==> config.mk <==
export PLATFORM = sky130hd
export DESIGN_NAME = neighborhood_window_scan
export DESIGN_NICKNAME = d
export VERILOG_FILES = /design/src/sv/nws_pkg.sv /design/src/sv/nws_datapath.sv /design/src/sv/nws_ctrl.sv /design/src/sv/neighborhood_window_scan.sv
export SDC_FILE = /design/constraint.sdc
export NUM_CORES = 1
export LEC_CHECK = 0
export ABC_AREA = 0
export CORE_ASPECT_RATIO = 2
export CORE_MARGIN = 1.5
export CORE_UTILIZATION = 68
export CTS_CLUSTER_SIZE = 16
export DETAILED_ROUTE_END_ITERATION = 10
export DONT_BUFFER_PORTS = 1
export GPL_TIMING_DRIVEN = 0
export PLACE_DENSITY = 0.95
export SLEW_MARGIN = 10
export SYNTH_ARGS = -nofsm -noshare
export SYNTH_HDL_FRONTEND = slang
export SYNTH_SLANG_ARGS = --single-unit
==> constraint.sdc <==
create_clock -name clk -period 16.9 [get_ports clk]
set_clock_uncertainty 0.15 [all_clocks]
set_input_delay 1.69 -clock clk [delete_from_list [all_inputs] [get_ports clk]]
set_output_delay 1.69 -clock clk [all_outputs]
set_load 0.02 [all_outputs]
==> src/sv/nws_pkg.sv <==
// shared constants, types and window functions for the neighborhood window scan
`timescale 1ns / 1ps
`default_nettype none

package nws_pkg;

  localparam int MAX_WINDOW = 7;
  localparam int COORD_BITS = 16;
  localparam int SIZE_BITS  = 3;
  localparam int MAX_RADIUS = (MAX_WINDOW - 1) / 2;
  localparam int RAD_BITS   = $clog2(MAX_RADIUS + 1);
  localparam int OFF_BITS   = $clog2(2 * MAX_RADIUS + 1);
  localparam int SUM_BITS   = COORD_BITS + 2;

  localparam logic CFG_WINDOW_SIZE = 1'b0;
  localparam logic CFG_CIRCLE_MODE = 1'b1;

  typedef struct packed {
    logic load;
    logic advance;
    logic pend_load;
    logic out_push;
    logic out_last;
  } nws_cmd_t;

  typedef struct packed {
    logic cand_ok;
    logic scan_end;
    logic pend_valid;
    logic out_free;
  } nws_status_t;

  // radius = floor((size-1)/2), size clamped to the largest window
  function automatic logic [RAD_BITS-1:0] radius_of(input logic [SIZE_BITS-1:0] size);
    logic [SIZE_BITS-1:0] s;
    s = size;
    if (int'(s) > MAX_WINDOW) s = SIZE_BITS'(MAX_WINDOW);
    if (s == '0) return '0;
    return RAD_BITS'((s - SIZE_BITS'(1)) >> 1);
  endfunction

  // floor(sqrt(r*r - a*a)), zero when a exceeds r
  function automatic logic [RAD_BITS-1:0] half_width(input logic [RAD_BITS-1:0] r,
                                                     input logic [OFF_BITS-1:0] a);
    int hw;
    hw = 0;
    if (int'(a) <= int'(r)) begin
      for (int k = 0; k <= MAX_RADIUS; k++) begin
        if (k * k + int'(a) * int'(a) <= int'(r) * int'(r)) hw = k;
      end
    end
    return RAD_BITS'(hw);
  endfunction

  // half width of the row at offset row (0 is the top row)
  function automatic logic [RAD_BITS-1:0] row_half_width(input logic [RAD_BITS-1:0] r,
                                                         input logic [OFF_BITS-1:0] row,
                                                         input logic circ);
    logic [OFF_BITS-1:0] rr;
    logic [OFF_BITS-1:0] a;
    rr = OFF_BITS'(r);
    a  = (row > rr) ? (row - rr) : (rr - row);
    return circ ? half_width(r, a) : r;
  endfunction

endpackage

`default_nettype wire

==> src/sv/nws_datapath.sv <==
// datapath: config registers, centre, scan counters, pending and output registers
`timescale 1ns / 1ps
`default_nettype none

module nws_datapath
  import nws_pkg::*;
(
  input  wire logic                  clk,
  input  wire logic                  rst,
  input  wire logic                  cfg_we,
  input  wire logic                  cfg_index,
  input  wire logic [SIZE_BITS-1:0]  cfg_data,
  input  wire logic [COORD_BITS-1:0] center_x,
  input  wire logic [COORD_BITS-1:0] center_y,
  input  wire logic                  out_ready,
  input  wire nws_cmd_t              cmd,
  output nws_status_t                status,
  output logic                       out_valid,
  output logic [COORD_BITS-1:0]      neighbor_x,
  output logic [COORD_BITS-1:0]      neighbor_y,
  output logic                       last
);

  logic [SIZE_BITS-1:0]  window_size;
  logic                  circle_mode;
  logic [COORD_BITS-1:0] cx;
  logic [COORD_BITS-1:0] cy;
  logic [RAD_BITS-1:0]   radius;
  logic                  circ;
  logic [OFF_BITS-1:0]   row;
  logic [OFF_BITS-1:0]   col;
  logic                  pend_valid;
  logic [COORD_BITS-1:0] pend_x;
  logic [COORD_BITS-1:0] pend_y;

  logic [RAD_BITS-1:0]   load_radius;
  logic [RAD_BITS-1:0]   hw_cur;
  logic [RAD_BITS-1:0]   hw_next;
  logic [OFF_BITS-1:0]   rad_off;
  logic [OFF_BITS-1:0]   row_next;
  logic                  row_end;
  logic [SUM_BITS-1:0]   sum_x;
  logic [SUM_BITS-1:0]   sum_y;
  logic                  bad_x;
  logic                  bad_y;

  assign load_radius = radius_of(window_size);
  assign rad_off     = OFF_BITS'(radius);
  assign hw_cur      = row_half_width(radius, row, circ);
  assign row_next    = row + OFF_BITS'(1);
  assign hw_next     = row_half_width(radius, row_next, circ);
  assign row_end     = (col == rad_off + OFF_BITS'(hw_cur));

  // neighbour = centre + offset - radius, two guard bits catch both edges
  assign sum_x = SUM_BITS'(cx) + SUM_BITS'(col) - SUM_BITS'(radius);
  assign sum_y = SUM_BITS'(cy) + SUM_BITS'(row) - SUM_BITS'(radius);
  assign bad_x = sum_x[SUM_BITS-1] | sum_x[SUM_BITS-2];
  assign bad_y = sum_y[SUM_BITS-1] | sum_y[SUM_BITS-2];

  assign status.cand_ok    = !(row == rad_off && col == rad_off) && !bad_x && !bad_y;
  assign status.scan_end   = row_end && (row == OFF_BITS'({radius, 1'b0}));
  assign status.pend_valid = pend_valid;
  assign status.out_free   = !out_valid || out_ready;

  always_ff @(posedge clk) begin
    if (rst) begin
      window_size <= SIZE_BITS'(3);
      circle_mode <= 1'b0;
      pend_valid  <= 1'b0;
      out_valid   <= 1'b0;
    end else begin
      if (cfg_we) begin
        unique case (cfg_index)
          CFG_WINDOW_SIZE: window_size <= cfg_data;
          CFG_CIRCLE_MODE: circle_mode <= cfg_data[0];
          default: ;
        endcase
      end
      if (cmd.pend_load) begin
        pend_valid <= 1'b1;
      end else if (cmd.out_push && cmd.out_last) begin
        pend_valid <= 1'b0;
      end
      if (cmd.out_push) begin
        out_valid <= 1'b1;
      end else if (out_ready) begin
        out_valid <= 1'b0;
      end
    end
  end

  always_ff @(posedge clk) begin
    if (cmd.load) begin
      cx     <= center_x;
      cy     <= center_y;
      radius <= load_radius;
      circ   <= circle_mode;
      row    <= '0;
      col    <= OFF_BITS'(load_radius)
                - OFF_BITS'(row_half_width(load_radius, '0, circle_mode));
    end else if (cmd.advance) begin
      if (row_end) begin
        row <= row_next;
        col <= rad_off - OFF_BITS'(hw_next);
      end else begin
        col <= col + OFF_BITS'(1);
      end
    end
    if (cmd.pend_load) begin
      pend_x <= sum_x[COORD_BITS-1:0];
      pend_y <= sum_y[COORD_BITS-1:0];
    end
    if (cmd.out_push) begin
      neighbor_x <= pend_x;
      neighbor_y <= pend_y;
      last       <= cmd.out_last;
    end
  end

endmodule

`default_nettype wire

==> src/sv/nws_ctrl.sv <==
// controller: sequences the accept, the window scan and the final flush
`timescale 1ns / 1ps
`default_nettype none

module nws_ctrl
  import nws_pkg::*;
(
  input  wire logic        clk,
  input  wire logic        rst,
  input  wire logic        in_valid,
  output logic             in_ready,
  input  wire nws_status_t status,
  output nws_cmd_t         cmd
);

  typedef enum logic [1:0] {
    ST_IDLE,
    ST_SCAN,
    ST_FLUSH
  } state_t;

  state_t state;
  logic   stall;

  // no beat is taken while reset is high
  assign in_ready = (state == ST_IDLE) && !rst;
  // a survivor needs the pending slot, which needs the output slot
  assign stall    = status.cand_ok && status.pend_valid && !status.out_free;

  always_comb begin
    cmd = '0;
    unique case (state)
      ST_IDLE: begin
        cmd.load = in_valid;
      end
      ST_SCAN: begin
        if (!stall) begin
          cmd.advance   = 1'b1;
          cmd.pend_load = status.cand_ok;
          cmd.out_push  = status.cand_ok && status.pend_valid;
        end
      end
      ST_FLUSH: begin
        if (status.pend_valid && status.out_free) begin
          cmd.out_push = 1'b1;
          cmd.out_last = 1'b1;
        end
      end
      default: ;
    endcase
  end

  always_ff @(posedge clk) begin
    if (rst) begin
      state <= ST_IDLE;
    end else begin
      unique case (state)
        ST_IDLE: begin
          if (in_valid) state <= ST_SCAN;
        end
        ST_SCAN: begin
          if (!stall && status.scan_end) state <= ST_FLUSH;
        end
        ST_FLUSH: begin
          if (!status.pend_valid || status.out_free) state <= ST_IDLE;
        end
        default: state <= ST_IDLE;
      endcase
    end
  end

endmodule

`default_nettype wire

==> src/sv/neighborhood_window_scan.sv <==
// top level of the neighborhood window scan: controller plus datapath
//
// usage
//   input channel (in_valid/in_ready) takes one beat per centre cell,
//   center_x and center_y. output channel (out_valid/out_ready) gives one
//   beat per neighbour cell, top row first, x rising within a row; the
//   centre and cells off either edge of the grid are skipped, and last
//   marks the final beat of a centre. a centre with no surviving
//   neighbour (e.g. window_size of one) gives no beat at all.
//   config: cfg_we/cfg_index/cfg_data, index 0 window_size, 1 circle_mode;
//   write only while the block is idle.
// timing
//   the scan counter visits one window cell per cycle unless a stall holds
//   it, so a centre goes through an accept, a scan of each cell of the
//   window (up to 49 for a 7 by 7 square) and a final flush. the first
//   beat shows up once a second survivor or the flush comes (one survivor
//   is held back so last can be set).
// reset and stalls
//   rst (synchronous, active high) empties the block and sets window_size
//   to 3, square mode. while a beat waits on out_ready the scan halts on
//   the next surviving cell; in_ready rises again once the final beat
//   sits in the output register, so the next centre overlaps its delivery.
`timescale 1ns / 1ps
`default_nettype none

module neighborhood_window_scan
  import nws_pkg::*;
(
  input  wire logic                  clk,
  input  wire logic                  rst,
  input  wire logic                  cfg_we,
  input  wire logic                  cfg_index,
  input  wire logic [SIZE_BITS-1:0]  cfg_data,
  input  wire logic                  in_valid,
  output logic                       in_ready,
  input  wire logic [COORD_BITS-1:0] center_x,
  input  wire logic [COORD_BITS-1:0] center_y,
  output logic                       out_valid,
  input  wire logic                  out_ready,
  output logic [COORD_BITS-1:0]      neighbor_x,
  output logic [COORD_BITS-1:0]      neighbor_y,
  output logic                       last
);

  // commands from the controller, status back from the datapath
  nws_cmd_t    cmd;
  nws_status_t status;

  nws_ctrl u_ctrl (
    .clk      (clk),
    .rst      (rst),
    .in_valid (in_valid),
    .in_ready (in_ready),
    .status   (status),
    .cmd      (cmd)
  );

  // holds config, centre, scan position, one pending survivor and the output beat
  nws_datapath u_dp (
    .clk        (clk),
    .rst        (rst),
    .cfg_we     (cfg_we),
    .cfg_index  (cfg_index),
    .cfg_data   (cfg_data),
    .center_x   (center_x),
    .center_y   (center_y),
    .out_ready  (out_ready),
    .cmd        (cmd),
    .status     (status),
    .out_valid  (out_valid),
    .neighbor_x (neighbor_x),
    .neighbor_y (neighbor_y),
    .last       (last)
  );

endmodule

`default_nettype wire

# Word level (Yosys, flattened, before mapping)
# Cells that the tools add are included.
totals:
  reg_bits: 114
  inputBits: 41
  wordCells: 136
classes:
  add_sub_neg: 23
  n_mul: 4
  magnitude_cmp: 14
  n_eq_ne: 9
  n_mux: 38
  bitwise_logic: 3
  n_reduce_logical: 29
ops:
  columns: ["cell", "count"]
  rows:
  - ["32-bit less-or-equal comparator", 9]
  - ["2-bit by 32-bit adder with 32-bit output, first input constant", 3]
  - ["4-bit by 32-bit adder with 32-bit output, first input constant", 3]
  - ["5-bit by 32-bit adder with 32-bit output, first input constant", 3]
  - ["2-bit 2-to-1 mux", 20]
  - ["18-bit by 2-bit subtractor with 18-bit output", 2]
  - ["16-bit by 3-bit adder with 17-bit output", 2]
  - ["3-bit 2-to-1 mux", 6]
  - ["3-bit by 3-bit multiplier with 6-bit output", 2]
  - ["1-bit logical AND", 10]
  - ["1-bit 2-to-1 mux", 10]
  - ["1-bit zero test", 8]
  - ["2-bit by 2-bit multiplier with 4-bit output", 2]
  - ["3-bit by 1-bit adder with 3-bit output, second input constant", 2]
  - ["3-bit by 2-bit equality test with 1-bit output", 2]
  - ["3-bit equality test", 2]
  - ["3-bit by 2-bit > comparator with 1-bit output", 2]
  - ["3-bit by 2-bit less-or-equal comparator with 1-bit output", 2]
  - ["2-bit one-hot mux with 3 select lines", 1]
  - ["2-bit AND reduction", 3]
  - ["2-bit nonzero test", 3]
  - ["2-bit by 2-bit subtractor with 3-bit output", 2]
  - ["2-bit by 3-bit subtractor with 3-bit output", 2]
  - ["3-bit by 2-bit subtractor with 3-bit output", 2]
  - ["other kinds (14)", 17]

# Logic depth before layout (Yosys ltp)
depth:
  ltp_word: 16
  depth_mapped: 28
  ltp_nobuf: 26

# Modules after synthesis
# Synthesis repeated with hierarchy kept, for this count alone.
unflattened:
  cells_unflattened: 623
  hier_area_um2: 6946.7
by_module_without_submodules:
  columns: ["module", "instances", "cells_each", "area_each_um2", "seq_area_each_um2"]
  rows:
  - ["nws_datapath", 1, 595, 6716.4, 3273.1]
  - ["nws_ctrl", 1, 28, 230.2, 40.0]

# Worst setup path before layout
# OpenSTA, ideal clock, no wires.
synth_path:
  kind: "register to register"
  from: "reg u_dp.radius[0]"
  to: "reg u_dp.col[1] (data pin)"
  setup_time_ps: 258
  arrival_ps: 5319
  required_time_ps: 16492
  slack_ps: 11173
  stages_incl_launch_ff: 29
  path_buffers: 2
  path_cell_list: "edfxtp_1 -> clkbuf_1 -> inv_1 -> ha_1 -> nand2b_1 -> o21a_1 -> o21ai_0 -> nand3_1 -> and2_0 -> nor2b_1 -> ha_1 -> clkbuf_1 -> xor2_1 -> ha_1 -> inv_1 -> a2111oi_0 -> o21bai_1 -> a221o_1 -> a32oi_1 -> o21ai_0 -> ha_1 -> inv_1 -> fa_1 -> xor2_1 -> nand3_1 -> inv_1 -> nand2_1 -> a21oi_1 -> a31o_2"
synth_between:
  elab_chain_len: 15
synth_lines:
  columns: ["element", "line_no", "rtl"]
  rows:
  - ["from (decl)", "nws_datapath.sv:28", "logic [RAD_BITS-1:0] radius;"]
  - ["from (signal assigned)", "nws_datapath.sv:96", "radius <= load_radius;"]
  - ["2-bit by 3-bit subtractor with 3-bit output (tied with other cells)", "nws_pkg.sv:62", "a = (row > rr) ? (row - rr) : (rr - row);"]
  - ["3-bit 2-to-1 mux", "nws_pkg.sv:62", null]
  - ["3-bit by 3-bit multiplier with 6-bit output", null, null]
  - ["2-bit by 32-bit adder with 32-bit output", "nws_pkg.sv:49", "if (k * k + int'(a) * int'(a) <= int'(r) * int'(r)) hw = k;"]
  - ["32-bit less-or-equal comparator", "nws_pkg.sv:49", null]
  - ["1-bit 2-to-1 mux", "nws_pkg.sv:49", null]
  - ["2-bit 2-to-1 mux (2 in series)", "nws_pkg.sv:49", null]
  - ["2-bit 2-to-1 mux", "nws_pkg.sv:47", "if (int'(a) <= int'(r)) begin"]
  - ["2-bit 2-to-1 mux", "nws_pkg.sv:63", "return circ ? half_width(r, a) : r;"]
  - ["2-bit by 2-bit adder with 3-bit output", "nws_datapath.sv:52", "assign row_end = (col == rad_off + OFF_BITS'(hw_cur));"]
  - ["3-bit equality test", "nws_datapath.sv:52", null]
  - ["3-bit 2-to-1 mux (*)", "nws_datapath.sv:102", "if (row_end) begin"]
  - ["3-bit 2-to-1 mux (*)", "nws_datapath.sv:101", "end else if (cmd.advance) begin"]
  - ["3-bit 2-to-1 mux (*)", "nws_datapath.sv:93", "if (cmd.load) begin"]
  - ["to (signal assigned)", "nws_datapath.sv:99", "col <= OFF_BITS'(load_radius)"]
  - ["to (signal assigned)", "nws_datapath.sv:104", "col <= rad_off - OFF_BITS'(hw_next);"]
  - ["to (signal assigned)", "nws_datapath.sv:106", "col <= col + OFF_BITS'(1);"]
  - ["to (decl)", "nws_datapath.sv:31", "logic [OFF_BITS-1:0] col;"]
# Mark *: on every way between the ends. The rest lies on a longest branch, timed or not. The select of a mux whose other input is x is not followed.
# A chain may end at the register's enable or synchronous reset.

# Worst setup path after layout
layout_path:
  from: "reg u_dp.radius[0]"
  to: "reg u_ctrl.state[1]"
layout_between:
  elab_chain_len: 16
layout_lines:
  columns: ["element", "line_no", "rtl"]
  rows:
  - ["2-bit by 3-bit subtractor with 3-bit output (tied with other cells)", "nws_pkg.sv:62", null]
  - ["3-bit 2-to-1 mux", "nws_pkg.sv:62", null]
  - ["3-bit by 3-bit multiplier with 6-bit output", null, null]
  - ["2-bit by 32-bit adder with 32-bit output", "nws_pkg.sv:49", null]
  - ["32-bit less-or-equal comparator", "nws_pkg.sv:49", null]
  - ["1-bit 2-to-1 mux", "nws_pkg.sv:49", null]
  - ["2-bit 2-to-1 mux (2 in series)", "nws_pkg.sv:49", null]
  - ["2-bit 2-to-1 mux", "nws_pkg.sv:47", null]
  - ["2-bit 2-to-1 mux", "nws_pkg.sv:63", null]
  - ["2-bit by 2-bit adder with 3-bit output", "nws_datapath.sv:52", null]
  - ["3-bit equality test", "nws_datapath.sv:52", null]
  - ["1-bit logical AND", "nws_datapath.sv:61", "assign status.scan_end = row_end && (row == OFF_BITS'({radius, 1'b0}));"]
  - ["1-bit logical AND (*)", "nws_ctrl.sv:62", "if (!stall && status.scan_end) state <= ST_FLUSH;"]
  - ["2-bit by 1-bit != test with 1-bit output (no source line) (*)", null, null]
  - ["3-bit AND reduction (no source line) (*)", null, null]
  - ["to (signal assigned)", "nws_ctrl.sv:62", null]
  - ["to (signal assigned)", "nws_ctrl.sv:65", "if (!status.pend_valid || status.out_free) state <= ST_IDLE;"]
  - ["to (signal assigned)", "nws_ctrl.sv:67", "default: state <= ST_IDLE;"]
  - ["to (decl)", "nws_ctrl.sv:22", "state_t state;"]
# Mark *: on every way between the ends. The rest lies on a longest branch, timed or not.

==> reports/qor.txt <==
diode count: 0
Critical Path Max Stage Delay: 0.56 ns
Max FO, Critical Path: 8
CTS root buf: clkbuf_16
Layout Nets: 745
Synth Cell Area: 6860 um^2
Async S/R FF share, synth: 0%
post-synthesis sequential area ratio: 48.3%
Worst Max-Slew Pin Slew: 0.927 ns
Post-CTS Hold Buffers: 0
initial antenna violation count: 0
Pre-antenna DRT Iters: 5
pre-CTS WS: 10.05 ns
max_cap viols: 0
final hold vios: 0
crit path launch type: flip-flop
CP Class: reg -> reg
most frequent cells in the layout: edfxtp_1 (103), nand2_1 (51), ha_1 (45)
ratio of cells with drive above 1 in the final layout: 8.01%
via count: 5214
Iteration-0 DRC Markers: 668
Max VDD drop: 0.191 mV
HP Class: reg -> reg
status: finished clean
post_cts resized: 0
cells after synthesis: 629
vias in the first global route: 5407
Leakage: 2.78 nW
drt drc: 0
HPWL after detailed placement: 11200 um
Routed WL per cell: 20.2 um
relative slew slack: 38.0%
DIE AREA: 10700 um^2
initial core utilization: 70.2%
CP max-delay cell: edfxtp_1
critical path arrival: 7.20 ns
fin crit share: 41.5%
GPL Wtd Cong: 0.889
WL final: 16100 um
core area: 9760 um^2
cts bufs inserted: 17
Seq cells post-synth: 114
Post-CTS Setup Bufs: 0
Routed Antenna Nets: 0
Ports: 76
Final Power: 1.49 mW
Avg Inst Size Synth: 10.9 um^2
Yosys top cell area share: 45.1%
gr usage total: 31.2%
IO Port Bufs: 0
CTS sink cnt: 114
CTS tree: yes
setup slack after layout: 9.89 ns
Reg clk slew, reported paths: 0.05 ns
YS warnings: 0
design area: 7620 um^2
total gr overflow: 0
largest net degree at the start of global routing: 36
final setup vio count: 0
die height: 145 um
most frequent CP cell: ha_1
max-slew violations: 0
Max Buffers Root-to-Sink: 2
Placed Area: 7060 um^2
Cell variety after synth: 71
Synthesized Nets: 725
Cell Rows: 51
first-pass GRT wire length: 25400 um
PD cells: 196 nW/um^2
crit end category: flip-flop
worst endpoint required time: 17.10 ns
worst-skew pair later-pin latency: 0.42 ns
final critical-path required period: 7.01 ns
Fmax: 143 MHz
Hold Worst Slack: 0.267 ns
EDFF count, synth: 103
most common flop cell mapped by yosys: edfxtp_1
most common cell after layout, fill and taps aside: edfxtp_1
setup tns final: 0 ns
flop-to-flop setup slack: 9.89 ns
Area Overhead vs Synth: 11.2%
DIE WIDTH: 74.0 um
routed vias/inst: 6.57
Synth area leaders: edfxtp_1 (45%), ha_1 (8.2%), xnor2_1 (4.6%)
unrepaired setup endpoints after global routing: no
post-synth top area cell: edfxtp_1
H-tree Lvls: 4
## registers in the layout (all words and copies together) (netlist names), 2 cells and up
register / count
u_dp.pend_y: 16
u_ctrl.state: 2
u_dp.col: 3
u_dp.neighbor_y: 16
u_dp.cy: 16
u_dp.neighbor_x: 16
u_dp.row: 3
u_dp.pend_x: 16
u_dp.radius: 2
u_dp.window_size: 3
u_dp.cx: 16
## synthesized netlist by cell type (all sizes together), types with 3 or more instances
| cell type | instances |
|---|---|
| a211oi | 4 |
| a21o | 8 |
| a21oi | 34 |
| a2bb2oi | 3 |
| a31oi | 12 |
| a32oi | 4 |
| and2 | 5 |
| and3 | 4 |
| buf | 7 |
| clkbuf | 14 |
| dfxtp | 11 |
| edfxtp | 103 |
| fa | 10 |
| ha | 45 |
| inv | 44 |
| mux2i | 14 |
| nand2 | 52 |
| nand2b | 10 |
| nand3 | 25 |
| nand4 | 11 |
| nor2 | 46 |
| nor2b | 7 |
| nor3 | 15 |
| nor4 | 8 |
| nor4b | 3 |
| o21ai | 22 |
| o21bai | 4 |
| o22ai | 3 |
| or3 | 3 |
| xnor2 | 36 |
| xor2 | 19 |
## critical path: cells and delay by family, from the launching register on
family	cells	cell delay, ns
flops	1	0.56
xor+xnor	2	0.36
simple gates	7	1.64
buf+inv	5	0.95
fa+ha+maj	5	1.41
compound gates	8	1.85
## final cells by class
class / instances / area (um^2)
Sequential cell: 114 / 3310
Buffer: 21 / 87.6
Inverter: 44 / 165
Clock inverter: 15 / 141
Timing Repair Buffer: 1 / 20.0
Tap cell: 132 / 165
Fill cell: 558 / 2140
Multi-Input combinational cell: 450 / 3310
Clock buffer: 17 / 425
## metrics by stage
step / cells / util (%)
2_1_floorplan: 629 / -
3_3_place_gp: 761 / 71.9
3_5_place_dp: 762 / 72.3
4_1_cts: 794 / 78.1
5_1_grt: 794 / 78.1
6_report: 794 / 78.1
## kinds of logic (layout without fill, tap and decap cells)
kind of cell    after synthesis  in the layout  share of synthesized area (%)
buf+inv                      65             98                           3.67
mux                          15             15                           2.21
simple gates                202            202                           15.7
xor+xnor                     55             55                           7.03
fa+ha+maj                    55             55                           11.1
flops                       114            114                           48.3
compound gates              123            123                           11.9
## path summary, 6_finish.rpt
| path | from | cells past startpoint | end |
|---|---|---|---|
| setup reg to reg | u_dp.radius[0] | 27 | u_ctrl.state[1] |
| hold / removal | u_dp.pend_x[14] | 0 | u_dp.neighbor_x[14] |
| hold reg to reg | u_dp.pend_x[14] | 0 | u_dp.neighbor_x[14] |
| setup / recovery | u_dp.radius[0] | 27 | u_ctrl.state[1] |
## power by group
part	total (mW)	switching, mW	internal, mW
Combinational	0.693	0.418	0.275
Sequential	0.452	0.0471	0.405
Clock	0.347	0.132	0.215
Total	1.49	0.597	0.895
## routing by layer
metal,vias to the layer above,track usage (%),part of all wire (%)
met1,2489,29.5,32
met3,105,6.53,5.3
met4,0,23.5,7.4
met2,279,55.0,55
met5,-,0,0
li1,2341,-,-
Note: power is estimated with default switching activity, not from simulation.
